**config.mk**
```make
export PLATFORM = sky130hd
export DESIGN_NAME = command_replay_cache
export DESIGN_NICKNAME = d
export VERILOG_FILES = /design/src/hw/rtl/crc_pkg.sv /design/src/hw/rtl/crc_cell.sv /design/src/hw/rtl/command_replay_cache.sv
export SDC_FILE = /design/constraint.sdc
export NUM_CORES = 2
export LEC_CHECK = 0
export ABC_AREA = 1
export BUFFER_PORTS_ARGS = -buffer_cell sky130_fd_sc_hd__buf_2
export CAP_MARGIN = 20
export CORE_AREA = 2 2 368 370
export CTS_CLUSTER_SIZE = 16
export DETAILED_ROUTE_END_ITERATION = 16
export DIE_AREA = 0 0 370 372
export HOLD_SLACK_MARGIN = 0.08
export PLACE_DENSITY = 0.78
export SYNTH_ARGS = -nofsm -noshare
export SYNTH_HDL_FRONTEND = slang
export SYNTH_SLANG_ARGS = --single-unit
export TNS_END_PERCENT = 10
```
**constraint.sdc**
```tcl
create_clock -name clock -period 32.2 [get_ports clock]
set_clock_uncertainty 0.05 [all_clocks]
set_input_delay 6.44 -clock clock [delete_from_list [all_inputs] [get_ports clock]]
set_output_delay 6.44 -clock clock [all_outputs]
set_load 0.02 [all_outputs]
```
**src/hw/rtl/crc_pkg.sv**
```systemverilog
`timescale 1ns / 1ps
`default_nettype none

package crc_pkg;

   localparam int ENTRY_COUNT_DEFAULT = 16;

   localparam logic OP_LOOKUP = 1'b0;
   localparam logic OP_RECORD = 1'b1;

   typedef struct packed {
      logic               op;
      logic [15:0]        req_ident;
      logic [15:0]        cmd_ident;
      logic signed [15:0] new_result;
      logic [15:0]        new_detail;
   } req_type;

   typedef struct packed {
      logic               hit;
      logic signed [15:0] found_result;
      logic [15:0]        found_detail;
   } rsp_type;

   typedef struct packed {
      logic [15:0]        req_ident;
      logic [15:0]        cmd_ident;
      logic signed [15:0] outcome;
      logic [15:0]        extra;
   } entry_type;

   typedef struct packed {
      logic               valid;
      logic [15:0]        req_ident;
      logic [15:0]        cmd_ident;
      logic               hit;
      logic signed [15:0] found_result;
      logic [15:0]        found_detail;
   } token_type;

endpackage

`default_nettype wire

```
**src/hw/rtl/crc_cell.sv**
```systemverilog
`timescale 1ns / 1ps
`default_nettype none

module crc_cell (
   input  wire                       clock,
   input  wire                       reset,
   input  wire                       write_en,
   input  wire crc_pkg::entry_type   write_entry,
   input  wire crc_pkg::token_type   tok_in,
   output crc_pkg::token_type        tok_out
);

   logic                 valid_ff;
   crc_pkg::entry_type   entry_ff;
   crc_pkg::token_type   tok_ff;
   crc_pkg::token_type   tok_in_next;
   logic                 match;

   assign match = tok_in.valid && !tok_in.hit && valid_ff &&
                  (entry_ff.req_ident == tok_in.req_ident) &&
                  (entry_ff.cmd_ident == tok_in.cmd_ident);

   always_comb begin
      tok_in_next = tok_in;
      if (match) begin
         tok_in_next.hit          = 1'b1;
         tok_in_next.found_result = entry_ff.outcome;
         tok_in_next.found_detail = entry_ff.extra;
      end
   end

   always_ff @(posedge clock) begin
      if (reset) begin
         valid_ff <= 1'b0;
      end else if (write_en) begin
         valid_ff <= 1'b1;
      end
   end

   always_ff @(posedge clock) begin
      if (write_en) begin
         entry_ff <= write_entry;
      end
   end

   always_ff @(posedge clock) begin
      if (reset) begin
         tok_ff.valid <= 1'b0;
      end else begin
         tok_ff <= tok_in_next;
      end
   end

   assign tok_out = tok_ff;

endmodule

`default_nettype wire

```
**src/hw/rtl/command_replay_cache.sv**
```systemverilog
// record: result strobe in the cycle after the accepting edge, busy stays low, one per cycle while busy is low
// lookup: the search travels the cell chain one cell per cycle, and the strobe is registered
// from the last cell's output; busy is high until then, and no new request is taken while busy
// each result is held for exactly one cycle; the receiver cannot stall
// synchronous reset clears all valid marks, the insert pointer and any search in flight
`timescale 1ns / 1ps
`default_nettype none

module command_replay_cache #(
   parameter int ENTRY_COUNT = crc_pkg::ENTRY_COUNT_DEFAULT
) (
   input  wire                     clock,
   input  wire                     reset,
   input  wire                     start,
   output logic                    busy,
   input  wire crc_pkg::req_type   req_data,
   output logic                    rsp_strobe,
   output crc_pkg::rsp_type        rsp_data
);

   localparam int PTR_W = (ENTRY_COUNT > 1) ? $clog2(ENTRY_COUNT) : 1;

   logic                 accept;
   logic                 record_accept;
   logic                 lookup_accept;
   logic                 busy_ff, busy_in;
   logic [PTR_W-1:0]     ptr_ff, ptr_in;
   logic                 rsp_strobe_ff, rsp_strobe_in;
   crc_pkg::rsp_type     rsp_data_ff, rsp_data_in;
   crc_pkg::token_type   tok_ff, tok_in;
   crc_pkg::entry_type   write_entry;
   crc_pkg::token_type   chain [0:ENTRY_COUNT];

   assign accept        = start && !busy_ff;
   assign record_accept = accept && (req_data.op == crc_pkg::OP_RECORD);
   assign lookup_accept = accept && (req_data.op == crc_pkg::OP_LOOKUP);

   assign write_entry.req_ident = req_data.req_ident;
   assign write_entry.cmd_ident = req_data.cmd_ident;
   assign write_entry.outcome   = req_data.new_result;
   assign write_entry.extra     = req_data.new_detail;

   always_comb begin
      tok_in              = tok_ff;
      tok_in.valid        = lookup_accept;
      if (lookup_accept) begin
         tok_in.req_ident    = req_data.req_ident;
         tok_in.cmd_ident    = req_data.cmd_ident;
         tok_in.hit          = 1'b0;
         tok_in.found_result = '0;
         tok_in.found_detail = '0;
      end
   end

   assign chain[0] = tok_ff;

   for (genvar i = 0; i < ENTRY_COUNT; i++) begin : g_cell
      crc_cell u_cell (
         .clock       (clock),
         .reset       (reset),
         .write_en    (record_accept && (ptr_ff == PTR_W'(i))),
         .write_entry (write_entry),
         .tok_in      (chain[i]),
         .tok_out     (chain[i+1])
      );
   end

   always_comb begin
      ptr_in = ptr_ff;
      if (record_accept) begin
         if (ptr_ff == PTR_W'(ENTRY_COUNT - 1)) begin
            ptr_in = '0;
         end else begin
            ptr_in = ptr_ff + PTR_W'(1);
         end
      end
   end

   always_comb begin
      busy_in = busy_ff;
      if (lookup_accept) begin
         busy_in = 1'b1;
      end else if (chain[ENTRY_COUNT].valid) begin
         busy_in = 1'b0;
      end
   end

   always_comb begin
      rsp_strobe_in = record_accept || chain[ENTRY_COUNT].valid;
      rsp_data_in   = '0;
      if (chain[ENTRY_COUNT].valid && chain[ENTRY_COUNT].hit) begin
         rsp_data_in.hit          = 1'b1;
         rsp_data_in.found_result = chain[ENTRY_COUNT].found_result;
         rsp_data_in.found_detail = chain[ENTRY_COUNT].found_detail;
      end
   end

   always_ff @(posedge clock) begin
      if (reset) begin
         busy_ff       <= 1'b0;
         ptr_ff        <= '0;
         rsp_strobe_ff <= 1'b0;
         tok_ff.valid  <= 1'b0;
      end else begin
         busy_ff       <= busy_in;
         ptr_ff        <= ptr_in;
         rsp_strobe_ff <= rsp_strobe_in;
         tok_ff        <= tok_in;
      end
   end

   always_ff @(posedge clock) begin
      rsp_data_ff <= rsp_data_in;
   end

   assign busy       = busy_ff;
   assign rsp_strobe = rsp_strobe_ff;
   assign rsp_data   = rsp_data_ff;

endmodule

`default_nettype wire
```
==> results by group <==
Synthesis
  – Synth top area cells: edfxtp_1 74%, nand2_1 9.8%, inv_1 3.5%, nand3_1 2.4%, xnor2_1 2.2%
  – Top cell type's share of synthesized area: 0.740
  – Synth Area per Inst: 12.5 µm²
  – Net Count, Synth: 6792
  – Flops & latches, synth: 2136
  – Post-Syn Area: 0.0837 mm²
  – Cell count after synthesis: 6720
  – Register area share after synthesis: 0.757
  – Distinct cells, synth: 30
  – Syn. warnings: 0
  – Yosys top cell by area: edfxtp_1

Worst setup path
  – CP Cell Sequence: buf_2 -> inv_8 -> buf_4 -> buf_4 -> buf_4
  – R2R depth: 8
  – Slowest CP cell: buf_4
  – Slowest stage delay, CP: 0.97 ns
  – Crit path top cell by count: buf_4
  – Worst EP arrival: 10.34 ns
  – Critical path capture point type: register
  – Startpoint Class: input port
  – Crit Path Max Fanout: 147
  – Critical Path RT: 32.58 ns
  – Crit Path Category: in -> reg

Power
  – Power Density: 61.3 mW/mm²
  – Max VDD drop: 0.0525 mV
  – Static Leak: 36.5 nW
  – Total power draw: 5.67 mW

STA
  – Final hold violation count: 0
  – Pins Over Slew Limit: 0
  – Final setup fails: 0
  – Actual slew at the worst max-slew pin: 1.14 ns
  – Hold WS: 0.369 ns
  – Period utilization: 0.309
  – Fin crit period: 9.96 ns
  – RSZ-0062 raised after global routing: no
  – Setup TNS: 0 ns
  – Slew HR: 0.241
  – Fmax: 0.100 GHz

Global route
  – GR Util All Layers: 0.248
  – Vias in the first global route: 47800
  – Largest net degree at the start of global routing: 193
  – Grt total ovfl: 0
  – First-pass GRT wire length: 261 mm
  – Initial antenna violation count: 1

Clock network
  – Hold-fix buffers, CTS: 0
  – Clock sink count: 2136
  – Clk Latency, worst-skew pair: 0.83 ns
  – Post-CTS sizing: 0
  – Max clock buf depth: 3
  – Root buf cell: clkbuf_16
  – Post-CTS Repair Setup Buffers: 0
  – CTS Buf Count: 195
  – CTS tree: built
  – Clock slew at reported path FFs: 0.06 ns
  – H-tree depth: 4

Route
  – Drt drc: 0
  – Iteration count of the initial detailed-routing pass: 6
  – WL final: 168 mm
  – Avg Vias per Cell: 5.41
  – Via count: 48000
  – Wire length per cell: 19.0 µm
  – Initial drt markers: 5055
  – Antenna-violating nets left: 0

Floorplanning
  – Ports: 103
  – Die area: 0.138 mm²
  – Starting Density: 0.624
  – Die Span Y: 372 µm
  – # rows: 135
  – Die Wd: 370 µm
  – Core Area: 0.134 mm²

Min path
  – Hold path cells: 2
  – Hold crit path type: reg -> reg

Place
  – HPWL after DPL: 110 mm
  – Routability cong.: 1.00
  – Dpl cells: 8486
  – Port Buffers: 102

Layout
  – Fraction of layout cells with a size suffix above 1: 0.0767
  – # nets final: 6981
  – Final cell count without fillers: 8860
  – Area Overhead vs Synth: 10.5%

Flow run
  – Max-cap violations: 0

Outcome
  – Run status: complete, no violations
power breakdown:
group / total, mW / switching (mW) / internal, mW / leakage (nW)
clock network: 2.32 / 0.982 / 1.34 / 3.14
registers: 3.18 / 0.0393 / 3.14 / 20.0
logic: 0.173 / 0.129 / 0.0443 / 13.4
total: 5.67 / 1.15 / 4.52 / 36.5
sequential cells by signal (all words and copies together) (netlist names):
signal	count
rsp_data	33
g_cell.u_cell.entry_ff	1024
g_cell.u_cell.tok_out	1024
ptr_ff	4
chain	33
g_cell.u_cell.valid_ff	16
busy	1
rsp_strobe	1
cell families (layout without fill, tap and decap cells):
logic type | count (synthesis) | after routing | synth area share
other | 0 | 1 | 0
XOR/XNOR | 230 | 230 | 0.0241
AND/OR/NAND/NOR | 3355 | 3355 | 0.167
AO/OA/AOI/OAI | 54 | 54 | 0.00348
adder cells (fa/ha/maj) | 4 | 4 | 0.000598
buffers and inverters | 941 | 1299 | 0.0472
flip-flops | 2136 | 2136 | 0.757
cells in the mapped netlist:
cell type and instances:
a21oi_1 5, buf_2 108, buf_4 15, buf_6 30
clkbuf_1 7, dfxtp_1 72, edfxtp_1 2064, ha_1 4
inv_1 781, nand2_1 2194, nand3_1 396, nand3_2 11
nand3_4 4, nand3b_1 6, nand4_1 149, nor2_1 494
nor2_2 20, nor2_4 14, nor3_1 15, nor3_2 29
nor4_1 1, o211ai_1 4, o21ai_0 23, o21ai_1 14
o21bai_1 1, o22ai_1 7, or2_1 5, or2_2 17
xnor2_1 214, xor2_1 16
routing by layer:
metal | routed length, µm | share of wire | up-vias | track usage
met2 | 82100 | 0.49 | 2051 | 0.417
li1 | - | - | 22800 | -
met1 | 67300 | 0.40 | 22700 | 0.329
met5 | 0 | 0 | - | 0
met4 | 6810 | 0.041 | 0 | 0.111
met3 | 12000 | 0.071 | 409 | 0.0310
final timing paths:
check	startpoint	to	slack, ns
max reg2reg	g_cell[13].u_cell.tok_out[36]	g_cell[14].u_cell.tok_out[15]	29.12
min	g_cell[2].u_cell.tok_out[65]	g_cell[3].u_cell.tok_out[65]	0.37
min reg2reg	g_cell[2].u_cell.tok_out[65]	g_cell[3].u_cell.tok_out[65]	0.37
max	reset	g_cell[0].u_cell.tok_out[3]	22.24
worst max-delay path: cells and delay by family:
kind,cells,cell delay (ns)
buffers and inverters,5,3.61
stage by stage:
stage          setup WS [ns]   util  area (µm²)
6_report               22.24  0.689       92600
5_1_grt                21.93  0.689       92600
4_1_cts                22.28  0.688       92400
3_5_place_dp           21.42  0.640       86000
3_3_place_gp           21.56  0.640       85900
2_1_floorplan           3.90      -       83700
layout by cell type, fill, tap and decap left out, types with 72 or more instances in the layout:
cell | synthesis | layout
edfxtp_1 | 2064 | 2064
clkbuf_16 | 0 | 200
buf_2 | 108 | 102
nand2_1 | 2194 | 2194
dfxtp_1 | 72 | 72
nand4_1 | 149 | 149
inv_1 | 781 | 779
nor2_1 | 494 | 478
nand3_1 | 396 | 394
xnor2_1 | 214 | 214
area by class of cell:
| class | instances | area [µm²] |
|---|---|---|
| sequential | 2136 | 63400 |
| clock buffer | 265 | 5340 |
| clock inverter | 101 | 1110 |
| multi-input combinational | 3643 | 16500 |
| antenna | 1 | 2.50 |
| tap | 1781 | 2230 |
| fill | 8483 | 41700 |
| timing repair buffer | 152 | 1000 |
| inverter | 781 | 2940 |
(Power assumes the default switching activity.)
